[config.mk]
export PLATFORM = sky130hd
export DESIGN_NAME = thermostat_heat_controller
export DESIGN_NICKNAME = d
export VERILOG_FILES = /design/src/hdl/thc_pkg.sv /design/src/hdl/thermostat_heat_controller.sv
export SDC_FILE = /design/constraint.sdc
export NUM_CORES = 1
export LEC_CHECK = 0
export BUFFER_PORTS_ARGS = -buffer_cell sky130_fd_sc_hd__buf_2
export CAP_MARGIN = 5
export CORE_MARGIN = 2
export CORE_UTILIZATION = 30
export CTS_BUF_LIST = sky130_fd_sc_hd__clkbuf_2
export DETAILED_ROUTE_END_ITERATION = 8
export PLACE_DENSITY = 0.46
export SYNTH_ARGS = -nofsm -noshare
export SYNTH_HDL_FRONTEND = slang
export SYNTH_SLANG_ARGS = --single-unit
[constraint.sdc]
create_clock -name clk -period 10.5 [get_ports clk]
set_input_delay 0 -clock clk [delete_from_list [all_inputs] [get_ports clk]]
set_output_delay 0 -clock clk [all_outputs]
set_load 0.01 [all_outputs]
[src/hdl/thc_pkg.sv]
// ----------------------------------------------------------------------------
// Thermostat heat controller package
// Shared widths, command and register codes, and the target clamp function.
// ----------------------------------------------------------------------------
package thc_pkg;

    // Field widths.
    localparam int TEMP_W    = 10;
    localparam int SENSOR_W  = 11;
    localparam int TIME_W    = 32;
    localparam int CMD_W     = 3;
    localparam int MODE_W    = 2;
    localparam int CFG_IDX_W = 3;
    localparam int CFG_W     = 11;

    // Packed stream widths, padded to whole bytes.
    localparam int S_DATA_W  = 56;
    localparam int M_DATA_W  = 48;

    // Controller constants.
    localparam int TEMP_STEP         = 5;
    localparam int BOOST_CAP_SECONDS = 14400;
    localparam int SECS_PER_MIN      = 60;

    // Width of the boost interval in seconds (255 minutes fits in 14 bits).
    localparam int INTERVAL_W = 14;
    // Width of the custom target lifetime in seconds (2047 minutes).
    localparam int TIMEOUT_W  = 17;

    // Commands carried in the input tuser.
    typedef enum logic [CMD_W-1:0] {
        CMD_STEP   = 3'd0,
        CMD_MODE   = 3'd1,
        CMD_UP     = 3'd2,
        CMD_DOWN   = 3'd3,
        CMD_SET    = 3'd4,
        CMD_EXTEND = 3'd5
    } cmd_t;

    // Mode codes.
    localparam logic [MODE_W-1:0] MODE_OFF    = 2'd0;
    localparam logic [MODE_W-1:0] MODE_NORMAL = 2'd1;
    localparam logic [MODE_W-1:0] MODE_BOOST  = 2'd2;

    // Configuration register indexes.
    typedef enum logic [CFG_IDX_W-1:0] {
        REG_DAY_TEMP       = 3'd0,
        REG_NIGHT_TEMP     = 3'd1,
        REG_OVERSHOOT      = 3'd2,
        REG_UNDERSHOOT     = 3'd3,
        REG_BOOST_MINUTES  = 3'd4,
        REG_CUSTOM_TIMEOUT = 3'd5,
        REG_TARGET_MIN     = 3'd6,
        REG_TARGET_MAX     = 3'd7
    } cfg_idx_t;

    // Clamp a signed target; if min > max, below min gives min, else max.
    function automatic logic [TEMP_W-1:0] clamp_target(
        input logic signed [TEMP_W+1:0] value,
        input logic        [TEMP_W-1:0] tmin,
        input logic        [TEMP_W-1:0] tmax
    );
        logic [TEMP_W-1:0] result;
        if (value < $signed({2'b00, tmin}))
        begin
            result = tmin;
        end
        else if (value > $signed({2'b00, tmax}))
        begin
            result = tmax;
        end
        else
        begin
            result = value[TEMP_W-1:0];
        end
        return result;
    endfunction

endpackage

[src/hdl/thermostat_heat_controller.sv]
// ----------------------------------------------------------------------------
// Thermostat heat controller
// On/off heating control with hysteresis, boost timer and custom targets.
// ----------------------------------------------------------------------------
// A command passes through the input register and then the result register,
// which holds its status while the receiver stalls.
// Throughput: one item per cycle unless the receiver stalls; the state update
// happens in the single pass from the input register to the result register.
// Reset: rst_n clears all control state and loads the configuration
// registers with their defaults; the target resets to 5.0 degrees.
module thermostat_heat_controller (
    input  logic                          clk,
    input  logic                          rst_n,
    // Configuration write port.
    input  logic                          cfg_wr_en,
    input  logic [thc_pkg::CFG_IDX_W-1:0] cfg_index,
    input  logic [thc_pkg::CFG_W-1:0]     cfg_data,
    // Input stream.
    input  logic                          s_tvalid,
    output logic                          s_tready,
    // tdata: now_seconds[31:0], measured_temp[42:32], schedule_day[43],
    //        new_mode[45:44], new_target[55:46]
    input  logic [thc_pkg::S_DATA_W-1:0]  s_tdata,
    // tuser: cmd[2:0]
    input  logic [thc_pkg::CMD_W-1:0]     s_tuser,
    // Result stream.
    output logic                          m_tvalid,
    input  logic                          m_tready,
    // tdata: heater_on[0], boost_on[1], boost_left_seconds[33:2],
    //        target_now[43:34], mode_shown[45:44], daytime_in_use[46], zero[47]
    output logic [thc_pkg::M_DATA_W-1:0]  m_tdata
);
    import thc_pkg::*;

    // Configuration registers.
    logic [TEMP_W-1:0] day_temp_reg;
    logic [TEMP_W-1:0] night_temp_reg;
    logic [7:0]        overshoot_reg;
    logic [7:0]        undershoot_reg;
    logic [7:0]        boost_minutes_reg;
    logic [10:0]       custom_timeout_reg;
    logic [TEMP_W-1:0] target_min_reg;
    logic [TEMP_W-1:0] target_max_reg;

    // Controller state.
    logic              heating_reg, heating_next;
    logic              boost_reg, boost_next;
    logic              boost_ended_reg, boost_ended_next;
    logic              using_day_reg, using_day_next;
    logic              custom_reg, custom_next;
    logic              normal_reg, normal_next;
    logic [TIME_W-1:0] boost_end_reg, boost_end_next;
    logic [TEMP_W-1:0] target_reg, target_next;
    logic [TIME_W-1:0] custom_time_reg, custom_time_next;

    // Input stage.
    logic                in_valid_reg;
    logic [CMD_W-1:0]    in_cmd_reg;
    logic [TIME_W-1:0]   in_now_reg;
    logic [SENSOR_W-1:0] in_sensor_reg;
    logic                in_sched_reg;
    logic [MODE_W-1:0]   in_mode_reg;
    logic [TEMP_W-1:0]   in_target_reg;

    // Result stage.
    logic                out_valid_reg;
    logic [M_DATA_W-1:0] out_data_reg, out_data_next;

    logic advance;

    assign advance  = in_valid_reg && (!out_valid_reg || m_tready);
    assign s_tready = !in_valid_reg || advance;
    assign m_tvalid = out_valid_reg;
    assign m_tdata  = out_data_reg;

    // Configuration register writes.
    always_ff @(posedge clk or negedge rst_n)
    begin
        if (!rst_n)
        begin
            day_temp_reg       <= 10'd210;
            night_temp_reg     <= 10'd180;
            overshoot_reg      <= 8'd2;
            undershoot_reg     <= 8'd2;
            boost_minutes_reg  <= 8'd10;
            custom_timeout_reg <= 11'd0;
            target_min_reg     <= 10'd50;
            target_max_reg     <= 10'd300;
        end
        else if (cfg_wr_en)
        begin
            case (cfg_idx_t'(cfg_index))
                REG_DAY_TEMP:       day_temp_reg       <= cfg_data[TEMP_W-1:0];
                REG_NIGHT_TEMP:     night_temp_reg     <= cfg_data[TEMP_W-1:0];
                REG_OVERSHOOT:      overshoot_reg      <= cfg_data[7:0];
                REG_UNDERSHOOT:     undershoot_reg     <= cfg_data[7:0];
                REG_BOOST_MINUTES:  boost_minutes_reg  <= cfg_data[7:0];
                REG_CUSTOM_TIMEOUT: custom_timeout_reg <= cfg_data[10:0];
                REG_TARGET_MIN:     target_min_reg     <= cfg_data[TEMP_W-1:0];
                REG_TARGET_MAX:     target_max_reg     <= cfg_data[TEMP_W-1:0];
                default:            ;
            endcase
        end
    end

    // Input register: loads on every input transfer.
    always_ff @(posedge clk or negedge rst_n)
    begin
        if (!rst_n)
        begin
            in_valid_reg <= 1'b0;
        end
        else if (s_tready)
        begin
            in_valid_reg <= s_tvalid;
        end
    end

    always_ff @(posedge clk)
    begin
        if (s_tvalid && s_tready)
        begin
            in_cmd_reg    <= s_tuser;
            in_now_reg    <= s_tdata[31:0];
            in_sensor_reg <= s_tdata[42:32];
            in_sched_reg  <= s_tdata[43];
            in_mode_reg   <= s_tdata[45:44];
            in_target_reg <= s_tdata[55:46];
        end
    end

    // Command decode and control step.
    always_comb
    begin
        logic [INTERVAL_W-1:0]    interval;
        logic [TIMEOUT_W-1:0]     lifetime;
        logic [TIME_W:0]          deadline;
        logic                     custom_expired;
        logic [TIME_W-1:0]        extended;
        logic [TIME_W-1:0]        boost_left;
        logic signed [TEMP_W+2:0] sensor_s;
        logic signed [TEMP_W+2:0] target_s;
        logic signed [TEMP_W+2:0] stop_level;
        logic signed [TEMP_W+2:0] start_level;
        logic [MODE_W-1:0]        mode_shown;

        heating_next     = heating_reg;
        boost_next       = boost_reg;
        boost_ended_next = boost_ended_reg;
        using_day_next   = using_day_reg;
        custom_next      = custom_reg;
        normal_next      = normal_reg;
        boost_end_next   = boost_end_reg;
        target_next      = target_reg;
        custom_time_next = custom_time_reg;

        interval = INTERVAL_W'(boost_minutes_reg) * INTERVAL_W'(SECS_PER_MIN);
        lifetime = TIMEOUT_W'(custom_timeout_reg) * TIMEOUT_W'(SECS_PER_MIN);
        deadline = {1'b0, custom_time_reg} + (TIME_W+1)'(lifetime);
        custom_expired = custom_reg && (custom_timeout_reg != 11'd0)
                         && ({1'b0, in_now_reg} >= deadline);
        extended = boost_end_reg + TIME_W'(interval);

        sensor_s    = {{2{in_sensor_reg[SENSOR_W-1]}}, in_sensor_reg};
        target_s    = '0;
        stop_level  = '0;
        start_level = '0;

        case (cmd_t'(in_cmd_reg))
            CMD_STEP:
            begin
                // Boost expiry.
                if (boost_reg && (in_now_reg >= boost_end_reg))
                begin
                    boost_next       = 1'b0;
                    boost_ended_next = 1'b1;
                end
                // Schedule reload, zero target or custom target timeout.
                if (normal_reg)
                begin
                    if ((in_sched_reg != using_day_reg) || (target_reg == '0)
                        || custom_expired)
                    begin
                        using_day_next = in_sched_reg;
                        custom_next    = 1'b0;
                        target_next    = in_sched_reg ? day_temp_reg : night_temp_reg;
                    end
                end
                // Hysteresis on the updated target.
                target_s    = $signed({3'b000, target_next});
                stop_level  = target_s + $signed({5'b00000, overshoot_reg});
                start_level = target_s - $signed({5'b00000, undershoot_reg});
                if (heating_reg)
                begin
                    if (!boost_next)
                    begin
                        if (!normal_reg)
                        begin
                            heating_next = 1'b0;
                        end
                        else if ((sensor_s >= target_s) && boost_ended_next)
                        begin
                            heating_next = 1'b0;
                        end
                        else if (sensor_s >= stop_level)
                        begin
                            heating_next = 1'b0;
                        end
                    end
                end
                else
                begin
                    if (boost_next)
                    begin
                        heating_next = 1'b1;
                    end
                    else if (normal_reg && (sensor_s <= start_level))
                    begin
                        heating_next = 1'b1;
                    end
                end
                boost_ended_next = 1'b0;
            end
            CMD_MODE:
            begin
                if (in_mode_reg == MODE_BOOST)
                begin
                    if (!boost_reg)
                    begin
                        boost_end_next = in_now_reg + TIME_W'(interval);
                        boost_next     = 1'b1;
                    end
                end
                else if ((in_mode_reg == MODE_OFF) || (in_mode_reg == MODE_NORMAL))
                begin
                    if (boost_reg)
                    begin
                        boost_next       = 1'b0;
                        boost_ended_next = 1'b1;
                    end
                    normal_next = (in_mode_reg == MODE_NORMAL);
                end
            end
            CMD_UP:
            begin
                if (target_reg < target_max_reg)
                begin
                    target_next = clamp_target(
                        $signed({2'b00, target_reg}) + $signed((TEMP_W+2)'(TEMP_STEP)),
                        target_min_reg, target_max_reg);
                    custom_next      = 1'b1;
                    custom_time_next = in_now_reg;
                end
            end
            CMD_DOWN:
            begin
                if (target_reg > target_min_reg)
                begin
                    target_next = clamp_target(
                        $signed({2'b00, target_reg}) - $signed((TEMP_W+2)'(TEMP_STEP)),
                        target_min_reg, target_max_reg);
                    custom_next      = 1'b1;
                    custom_time_next = in_now_reg;
                end
            end
            CMD_SET:
            begin
                target_next = clamp_target($signed({2'b00, in_target_reg}),
                                           target_min_reg, target_max_reg);
                custom_next      = 1'b1;
                custom_time_next = in_now_reg;
            end
            CMD_EXTEND:
            begin
                // Extension adds to the end time; the cap applies while boosting.
                if (boost_reg && ((extended - in_now_reg) > TIME_W'(BOOST_CAP_SECONDS)))
                begin
                    boost_end_next = in_now_reg + TIME_W'(BOOST_CAP_SECONDS);
                end
                else
                begin
                    boost_end_next = extended;
                end
            end
            default:
            begin
            end
        endcase

        // Status after the command.
        boost_left = boost_next ? (boost_end_next - in_now_reg) : '0;
        mode_shown = boost_next ? MODE_BOOST : (normal_next ? MODE_NORMAL : MODE_OFF);
        out_data_next = {1'b0, using_day_next, mode_shown, target_next,
                         boost_left, boost_next, heating_next};
    end

    // State and result register update on each pass.
    always_ff @(posedge clk or negedge rst_n)
    begin
        if (!rst_n)
        begin
            heating_reg     <= 1'b0;
            boost_reg       <= 1'b0;
            boost_ended_reg <= 1'b0;
            using_day_reg   <= 1'b0;
            custom_reg      <= 1'b0;
            normal_reg      <= 1'b0;
            boost_end_reg   <= '0;
            target_reg      <= 10'd50;
            custom_time_reg <= '0;
            out_valid_reg   <= 1'b0;
        end
        else
        begin
            if (advance)
            begin
                heating_reg     <= heating_next;
                boost_reg       <= boost_next;
                boost_ended_reg <= boost_ended_next;
                using_day_reg   <= using_day_next;
                custom_reg      <= custom_next;
                normal_reg      <= normal_next;
                boost_end_reg   <= boost_end_next;
                target_reg      <= target_next;
                custom_time_reg <= custom_time_next;
                out_valid_reg   <= 1'b1;
            end
            else if (m_tready)
            begin
                out_valid_reg <= 1'b0;
            end
        end
    end

    always_ff @(posedge clk)
    begin
        if (advance)
        begin
            out_data_reg <= out_data_next;
        end
    end

endmodule

* Word-level counts from Yosys, hierarchy flattened
Cells that the tools add are included.
Operators by class: multiply operators 2, muxes and demuxes 53, $add $sub $neg 10, order comparisons 14, reduce and logical (&&, ||, !) cells 35, eq/ne operators 22
Operators with widths (number):
- 32-bit two-way mux | 5
- 10-bit two-way mux | 12
- 32-bit case mux with 3 select lines | 1
- 32-bit by 14-bit adder with 32-bit output | 2
- 32-bit case mux with 2 select lines | 1
- 32-bit subtractor | 2
- 10-bit case mux with 4 select lines | 1
- 32-bit by 17-bit adder with 33-bit output | 1
- 32-bit by 33-bit greater-or-equal comparator with 1-bit output | 1
- 32-bit by 14-bit adder with 32-bit output, second input constant | 1
- 32-bit greater-or-equal comparator | 1
- 32-bit by 14-bit > comparator with 1-bit output, second input constant | 1
- 1-bit two-way mux | 30
- 10-bit > comparator | 2
- 10-bit < comparator | 2
- 3-bit == test, second input constant | 6
- 2-bit AND reduction | 8
- 11-bit by 4-bit multiplier with 15-bit output, second input constant | 1
- 2-bit inequality test, second input constant | 7
- 3-bit by 2-bit == test with 1-bit output, second input constant | 4
- 11-bit by 12-bit greater-or-equal comparator with 1-bit output | 1
- 8-bit by 4-bit multiplier with 12-bit output, second input constant | 1
- 10-bit by 3-bit adder with 11-bit output, second input constant | 1
- 10-bit by 8-bit adder with 11-bit output | 1
- 27 further kinds | 43
Storage, ports and cells: register bits after elaboration 263, word-level logic and storage cells 164

* Longest topological paths before layout
Gate-level depths: netlist of the first run.
depth in word-level cells 16, mapped depth 56, mapped depth without buffers 55

* Worst setup path after synthesis of the first run
Ideal clock, no wire load.
path type register -> register, start reg boost_minutes_reg[0], end reg out_data_reg[30], in the netlist m_tdata[30], data pin, cell stages (with the launch flop) 54, data arrival time 10094 ps, setup slack 140 ps, path buffers 3, cells stage by stage dfrtp_1 -> fa_1 -> inv_1 -> fa_1 -> inv_1 -> ha_1 -> a21o_1 -> a21oi_1 -> o21ai_0 -> a21oi_1 -> o21bai_1 -> a21oi_1 -> o21bai_1 -> a21oi_1 -> xnor2_1 -> ha_1 -> inv_1 -> or3_1 -> [... 18 more ...] -> nor2_1 -> a21oi_1 -> ha_1 -> inv_1 -> fa_1 -> a21o_1 -> a21oi_1 -> o21ai_0 -> a21oi_1 -> a211oi_1 -> a22oi_1 -> a31oi_1 -> a211o_1 -> a21oi_1 -> o21bai_1 -> a21oi_1 -> xor2_1 -> nor2_1
On the way: word-level cells in the longest chain between the ends 8, elaborated cells between the ends (all ways) 11, classes of those cells add/sub: 4; mul: 1; order compare: 1; mux: 4; reduce/logical: 1
Ends and longest elaborated chain:
- from (decl) | line thermostat_heat_controller.sv:40 | logic [7:0] boost_minutes_reg;
- from (signal assigned) | line thermostat_heat_controller.sv:97 | REG_BOOST_MINUTES: boost_minutes_reg <= cfg_data[7:0];
- 8-bit by 4-bit multiplier with 12-bit output * | line thermostat_heat_controller.sv:157 | interval = INTERVAL_W'(boost_minutes_reg) * INTERVAL_W'(SECS_PER_MIN);
- 32-bit by 14-bit adder with 32-bit output | line thermostat_heat_controller.sv:162 | extended = boost_end_reg + TIME_W'(interval);
- 32-bit subtractor | line thermostat_heat_controller.sv:276 | if (boost_reg && ((extended - in_now_reg) > TIME_W'(BOOST_CAP_SECONDS)))
- 32-bit by 14-bit > comparator with 1-bit output | line thermostat_heat_controller.sv:276
- 1-bit logical AND | line thermostat_heat_controller.sv:276
- 32-bit two-way mux | line thermostat_heat_controller.sv:276
- 32-bit case mux with 2 select lines * | line thermostat_heat_controller.sv:169 | case (cmd_t'(in_cmd_reg))
- 32-bit subtractor * | line thermostat_heat_controller.sv:291 | boost_left = boost_next ? (boost_end_next - in_now_reg) : '0;
- to (signal assigned) | line thermostat_heat_controller.sv:339 | out_data_reg <= out_data_next;
- to (decl) | line thermostat_heat_controller.sv:67 | logic [M_DATA_W-1:0] out_data_reg, out_data_next;
Mark *: on every way between the ends. The rest lies on a longest branch, timed or not. A chain may end at the register's enable or synchronous reset.

* Worst setup path in the final report of the first run
start reg boost_minutes_reg[0], end reg out_data_reg[33], in the netlist m_tdata[33], data pin
On the way: word-level cells in the longest chain between the ends 8, elaborated cells between the ends (all ways) 11, classes of those cells add/sub: 4; mul: 1; order compare: 1; mux: 4; reduce/logical: 1
Ends and longest elaborated chain:
- 8-bit by 4-bit multiplier with 12-bit output * | line thermostat_heat_controller.sv:157
- 32-bit by 14-bit adder with 32-bit output | line thermostat_heat_controller.sv:162
- 32-bit subtractor | line thermostat_heat_controller.sv:276
- 32-bit by 14-bit > comparator with 1-bit output | line thermostat_heat_controller.sv:276
- 1-bit logical AND | line thermostat_heat_controller.sv:276
- 32-bit two-way mux | line thermostat_heat_controller.sv:276
- 32-bit case mux with 2 select lines * | line thermostat_heat_controller.sv:169
- net boost_end_next[9] | line thermostat_heat_controller.sv:52 | logic [TIME_W-1:0] boost_end_reg, boost_end_next;
- 32-bit subtractor * | line thermostat_heat_controller.sv:291
Mark *: on every way through the listed nets, which the timed path passes. The rest lies on a longest branch.

==> reports/qor.yml, run 1 <==
io_buffers: 126
htree_levels: 3
finish.net_count: 3743
fmax_mhz: 98.28
syn_inst: 2640
cts_buffers: 83
cts_tree: "yes"
busiest_layer: "met2"
gr-total-overflow: 0
cts-root-buf: "clkbuf_2"
core_area_mm2: 0.08042
cpPeakStageDelay_ns: 0.56
dpl.cell_count: 4032
place_congestion: 0.9264
use_met1: 0.2588
synthMuxAreaShare: 0.06703
start_kind: "flop"
wl_per_cell_um: 19.63
slew_violations: 0
cpMaxStageDelayCell: "fa_1"
antenna_found_initial: 4
vias: 22646
grt_pass1_wl_um: 131000
die_w_um: 288.7
drt_iter0_markers: 1297
start_util: 0.3025
met3_usage: 0.04060
cts_buffer_depth: 3
track_usage: 0.2057
clock_latency_ns: 1.17
synth_top_family_by_area: "adder cells"
synth_area_mm2: 0.02432
firstDrtPassIters: 5
synthXorXnorAreaFrac: 0.06759
seq_area_frac_synth: 0.2935
synth_compound_area_frac: 0.1868
clock-sinks: 263
crit_path_frequent_cell: "a21oi_2"
yosys_warnings: 0
status: "completed"
ys_async_sr_fraction: 0.5970
drt-total-wl_um: 86890
critical_path_class: "flop to flop"
largest_reg_flops: 47
yosys.area_share.simple: 0.1363
hold_slack_ns: 0.1270
setup.worst_path.end_class: "flop"
layout-drive-gt1-share: 0.2629
synth_edf_count: 106
drc: 0
yosysUniqueCellTypes: 88
tightest_slew_ns: 1.135
ys_ff_latch: 263
clk_pin_slew_ns: 0.10
period_share: 0.9690
period_minus_slack_ns: 10.17
path_buf_inv: 6
synth_flop_cell: "dfrtp_1"
setup_viol: 0
use_met2: 0.3461
cp_top_family: "compound AO/OA/AOI/OAI gates"
hold_class: "input pin to flop"
instances_no_fill: 4427
synthAdderAreaFrac: 0.2029
maxCapViolCount: 0
postRouteAntennaNets: 0
synthesis.nets: 3089
rsz0062_at_grt: "yes"
die-area_mm2: 0.08337
via_per_inst: 5.115
finClkSkew_ns: 0.1126
rows: 104
grt_pass1_vias: 22776
area_delta_synth_final_pct: 31.88
die_y_um: 288.7
grt_max_degree: 91
hpwl_um: 65240
crit_arrival_ns: 11.03
path_max_fanout: 6
critPathRequiredTime_ns: 11.35
relSlewSlack: 0.2337
ioPinCount: 128
synth_area_per_cell_um2: 9.213
hold_violations: 0
Yosys cell counts (6+ instances only):
master,count,share of area
nor2_1,200,0.031
o21bai_1,16,0.0049
a21boi_0,6,0.0019
or3_1,10,0.0026
a31oi_1,18,0.0046
dfstp_2,22,0.024
and2_1,20,0.0051
and3_1,21,0.0054
mux2_2,119,0.055
a21oi_1,199,0.041
o31ai_1,7,0.0022
o21a_1,48,0.015
fa_1,39,0.032
nor3_1,48,0.0099
xor2_1,58,0.021
inv_1,211,0.033
nand2_1,162,0.025
a2111oi_0,7,0.0025
mux2i_1,29,0.012
o221ai_1,9,0.0032
dfrtp_1,135,0.14
nor3b_1,7,0.0022
edfxtp_1,106,0.13
xnor2_1,127,0.046
a22oi_1,17,0.0052
nand3_1,42,0.0086
o211ai_1,33,0.010
a211oi_1,21,0.0065
nor2b_1,43,0.011
nand4_1,35,0.0090
nor4_1,10,0.0026
buf_1,7,0.0011
o22ai_1,21,0.0054
clkbuf_1,57,0.0088
o21ai_1,25,0.0051
a221oi_1,16,0.0058
a21o_1,63,0.019
nand2b_1,57,0.015
ha_1,332,0.17
o21ai_0,127,0.026
layout make-up:
| cell class | instances | area [um2] |
|---|---|---|
| Antenna cell | 5 | 12.51 |
| Clock buffer | 120 | 600.6 |
| Clock inverter | 33 | 170.2 |
| Fill cell | 8117 | 48340 |
| Inverter | 214 | 805.8 |
| Multi-Input combinational cell | 2091 | 16930 |
| Sequential cell | 263 | 7139 |
| Tap cell | 1060 | 1326 |
| Timing Repair Buffer | 641 | 5091 |
kinds of logic (layout without fill, tap and decap cells):
group	Yosys count	in the layout
other	1	6
XOR/XNOR	186	186
flip-flops	263	263
adder cells (fa/ha/maj)	371	371
AO/OA/AOI/OAI	702	702
AND/OR/NAND/NOR	683	683
multiplexers	148	148
buffers and inverters	286	1008
worst paths after layout:
| path | end | start | slack, ns | cells past startpoint |
|---|---|---|---|---|
| max in group asynchronous | custom_time_reg[10] | rst_n | 8.94 | 5 |
| worst min-delay path | in_now_reg[0] | s_tdata[0] | 0.13 | 3 |
| worst max register to register | m_tdata[33] | boost_minutes_reg[0] | 0.33 | 49 |
| worst max-delay path | m_tdata[33] | boost_minutes_reg[0] | 0.33 | 49 |
| worst min register to register | custom_timeout_reg[5] | custom_timeout_reg[5] | 0.51 | 1 |
| min in group asynchronous | target_min_reg[7] | rst_n | 0.57 | 5 |
worst register-to-register path: cells and delay by family, from the launching register on:
kind / cells / cell delay, ns
mux: 1 / 0.13
simple gates: 12 / 2.54
buf+inv: 6 / 0.59
flops: 1 / 0.41
compound gates: 22 / 3.70
fa+ha+maj: 6 / 2.21
xor+xnor: 2 / 0.28
metrics by stage:
stage	utilization	setup WS [ns]	TNS [ns]	cell area [um2]
floorplan	-	0.1399	0	24320
detailed placement	0.3494	-0.6557	-2.418	28100
CTS	0.3876	0.003229	0	31170
global placement	0.3494	-0.6198	-2.044	28100
finish	0.3989	0.3251	0	32080
global route	0.3988	-0.2010	-0.7226	32070
cells in the final DEF, fill, tap and decap left out, types with 15 or more instances in the layout:
cell | Yosys | final
ha_1 | 332 | 321
buf_4 | 2 | 302
inv_1 | 211 | 202
dlygate4sd3_1 | 0 | 199
nor2_1 | 200 | 193
nand2_1 | 162 | 158
a21oi_1 | 199 | 157
dfrtp_1 | 135 | 135
buf_2 | 2 | 125
clkbuf_2 | 0 | 120
mux2_2 | 119 | 118
xnor2_1 | 127 | 117
o21ai_0 | 127 | 106
edfxtp_1 | 106 | 106
a21o_1 | 63 | 63
xor2_1 | 58 | 57
nand2b_1 | 57 | 56
o21a_1 | 48 | 48
nand3_1 | 42 | 42
nor3_1 | 48 | 41
nor2b_1 | 43 | 41
a21oi_2 | 4 | 41
o21ai_1 | 25 | 37
fa_1 | 39 | 37
nand4_1 | 35 | 35
o211ai_1 | 33 | 33
mux2i_1 | 29 | 27
dfstp_2 | 22 | 22
clkinv_1 | 0 | 22
and3_1 | 21 | 20
o22ai_1 | 21 | 19
a211oi_1 | 21 | 18
and2_1 | 20 | 18
a22oi_1 | 17 | 17
o21bai_1 | 16 | 15
what timing repair did:
action                     in CTS  in global routing
pin swaps                      46                 96
hold buffers                  200                  0
resized for setup              59                140
setup endpoints to repair       9                 17
cloned                          0                  0
hold endpoints to repair      360                  0
setup buffers                   5                 34
metal layers:
metal	part of all wire	vias to the layer above
li1	-	10940
met1	0.44	10905
met2	0.47	627
met3	0.055	170
met4	0.035	4
met5	0.00031	-
Power of run 1 is not shown: default switching activity piles up to over one toggle a cycle in this logic, so the estimate is an artifact.
==> run 2: changes to the inputs <==
--- a/config.mk
+++ b/config.mk
@@ -12,6 +12,7 @@
 export CTS_BUF_LIST = sky130_fd_sc_hd__clkbuf_2
 export DETAILED_ROUTE_END_ITERATION = 8
 export PLACE_DENSITY = 0.46
+export SETUP_SLACK_MARGIN = 0.1
 export SYNTH_ARGS = -nofsm -noshare
 export SYNTH_HDL_FRONTEND = slang
 export SYNTH_SLANG_ARGS = --single-unit
==> constraint.sdc (replaced) <==
create_clock -name clk -period 9.26 [get_ports clk]
set_input_delay 0 -clock clk [delete_from_list [all_inputs] [get_ports clk]]
set_output_delay 0 -clock clk [all_outputs]
set_load 0.01 [all_outputs]
==> reports/qor.yml, run 2 (synthesized netlist as in run 1, its figures left out) <==
grt_pass1_vias: 23590  # +3.6%
hold_violations: 0  # unchanged
drt_iter0_markers: 1352  # +4.2%
setup_viol: 23  # +23
via_per_inst: 5.030  # -1.7%
largest_reg_flops: 47  # unchanged
cpPeakStageDelay_ns: 0.58  # +0.02 ns
tightest_slew_ns: 1.098  # -0.03616 ns
start_kind: "flop"
die_w_um: 288.7  # unchanged
status: "finished with violations"
hpwl_um: 67380  # +3.3%
cts_buffer_depth: 3  # unchanged
cts_tree: "yes"
postRouteAntennaNets: 0  # unchanged
crit_arrival_ns: 11.39  # +0.36 ns
critical_path_class: "flop to flop"
grt_pass1_wl_um: 135400  # +3.4%
io_buffers: 126  # unchanged
layout-drive-gt1-share: 0.2997  # +0.03675
gr-total-overflow: 0  # unchanged
clock-sinks: 263  # unchanged
rsz0062_at_grt: "yes"
final_cell_mix: "425 x buf_4, 321 x ha_1, 201 x inv_1"
finish.net_count: 3880  # +3.7%
maxCapViolCount: 0  # unchanged
period_minus_slack_ns: 10.35  # +0.1753 ns
firstDrtPassIters: 5  # unchanged
setup_ws_ns: -1.090  # -1.415 ns
drt-total-wl_um: 88850  # +2.3%
path_max_fanout: 5  # -1
hold_class: "input pin to flop"
wl_per_cell_um: 19.47  # -0.79%
critPathRequiredTime_ns: 10.30  # -1.05 ns
track_usage: 0.2108  # +0.005144
ioPinCount: 128  # unchanged
setup.worst_path.end_class: "flop"
drc: 0  # unchanged
relSlewSlack: 0.2582  # +0.02442
core_area_mm2: 0.08042  # unchanged
htree_levels: 3  # unchanged
die-area_mm2: 0.08337  # unchanged
die_y_um: 288.7  # unchanged
rows: 104  # unchanged
slew_violations: 0  # unchanged
period_share: 1.118  # +0.1487
area_delta_synth_final_pct: 36.98
fmax_mhz: 96.62  # -1.7%
finClkSkew_ns: 0.1080  # -0.004587 ns
cts-root-buf: "clkbuf_2"
cpMaxStageDelayCell: "fa_1"
vias: 22953  # +1.4%
cts_buffers: 79  # -4.8%
place_congestion: 0.9132  # -1.4%
clock_latency_ns: 1.16  # about the same
start_util: 0.3025  # unchanged
grt_max_degree: 67  # -26%
clk_pin_slew_ns: 0.10  # about the same
antenna_found_initial: 5  # +1
violations: "negative setup slack"
tns_ns: -12.11  # -12.11 ns
crit_path_frequent_cell: "o21a_1"
final_common_cell: "buf_4"
-- run 2: cell count changes in the layout (fill, tap and decap cells not counted), sizes merged, moves of 2 or more --
cell         change
buf            +145
clkinv           -4
inv              +2
dlygate4sd3      -4
clkbuf           -4
-- run 2: layer usage --
| layer | up-vias | wire [um] | GRT usage |
|---|---|---|---|
| met5 | - | 0 | 0 |
| met3 | 141 | 3924 | 0.03065 |
| met1 | 11067 | 39230 | 0.2680 |
| met2 | 536 | 43100 | 0.3670 |
| met4 | 0 | 2590 | 0.06598 |
| li1 | 11209 | - | - |
-- run 2: timing repair --
action / CTS / global route
gates resized for setup: 122 / 90
pin swaps: 80 / 103
endpoints found under the hold margin: 309 / 0
hold buffers: 196 / 0
setup buffers: 40 / 24
endpoints found under the setup margin: 28 / 30
-- run 2: per-stage QoR --
stage	hold WS, ns	std cells	setup WS, ns	util	instance area [um2]
floorplan	-0.2956	2640	-0.2847	-	24520
global placement	-0.06819	4159	-1.513	0.3636	29240
finish	0.1419	4563	-1.090	0.4143	33320
CTS	0.0003337	4538	-1.226	0.4071	32740
global route	0.01243	4561	-1.596	0.4143	33310
detailed placement	-0.06239	4159	-1.583	0.3636	29240
-- run 2: path summary, 6_finish.rpt --
kind | to | start | cells past startpoint | slack [ns]
max in group asynchronous | boost_minutes_reg[2] | rst_n | 7 | 6.65
setup reg to reg | heating_reg | custom_timeout_reg[1] | 55 | -1.09
min in group asynchronous | boost_end_reg[21] | rst_n | 5 | 0.44
hold / removal | in_cmd_reg[1] | s_tuser[1] | 3 | 0.14
setup / recovery | heating_reg | custom_timeout_reg[1] | 55 | -1.09
hold reg to reg | custom_timeout_reg[5] | custom_timeout_reg[5] | 1 | 0.51
-- run 2: cell type report --
cell class,instances,area (um2)
antenna,6,15.01
clock buffer,116,580.6
clock inverter,31,155.1
fill,7991,47100
inverter,214,805.8
multi-input combinational,2091,17080
sequential,263,7141
tap,1060,1326
timing repair buffer,782,6220
-- run 2: worst max-delay path: cells and delay by family (launching register included) --
kind / cells / cell delay [ns]
buffers and inverters: 8 / 0.83
DFF: 1 / 0.42
adders and majority gates: 8 / 2.82
muxes: 1 / 0.24
AOI/OAI and AO/OA: 23 / 3.94
xor gates and xnor gates: 2 / 0.26
and+or+nand+nor: 13 / 1.77
Power of run 2 is left out for the same reason.
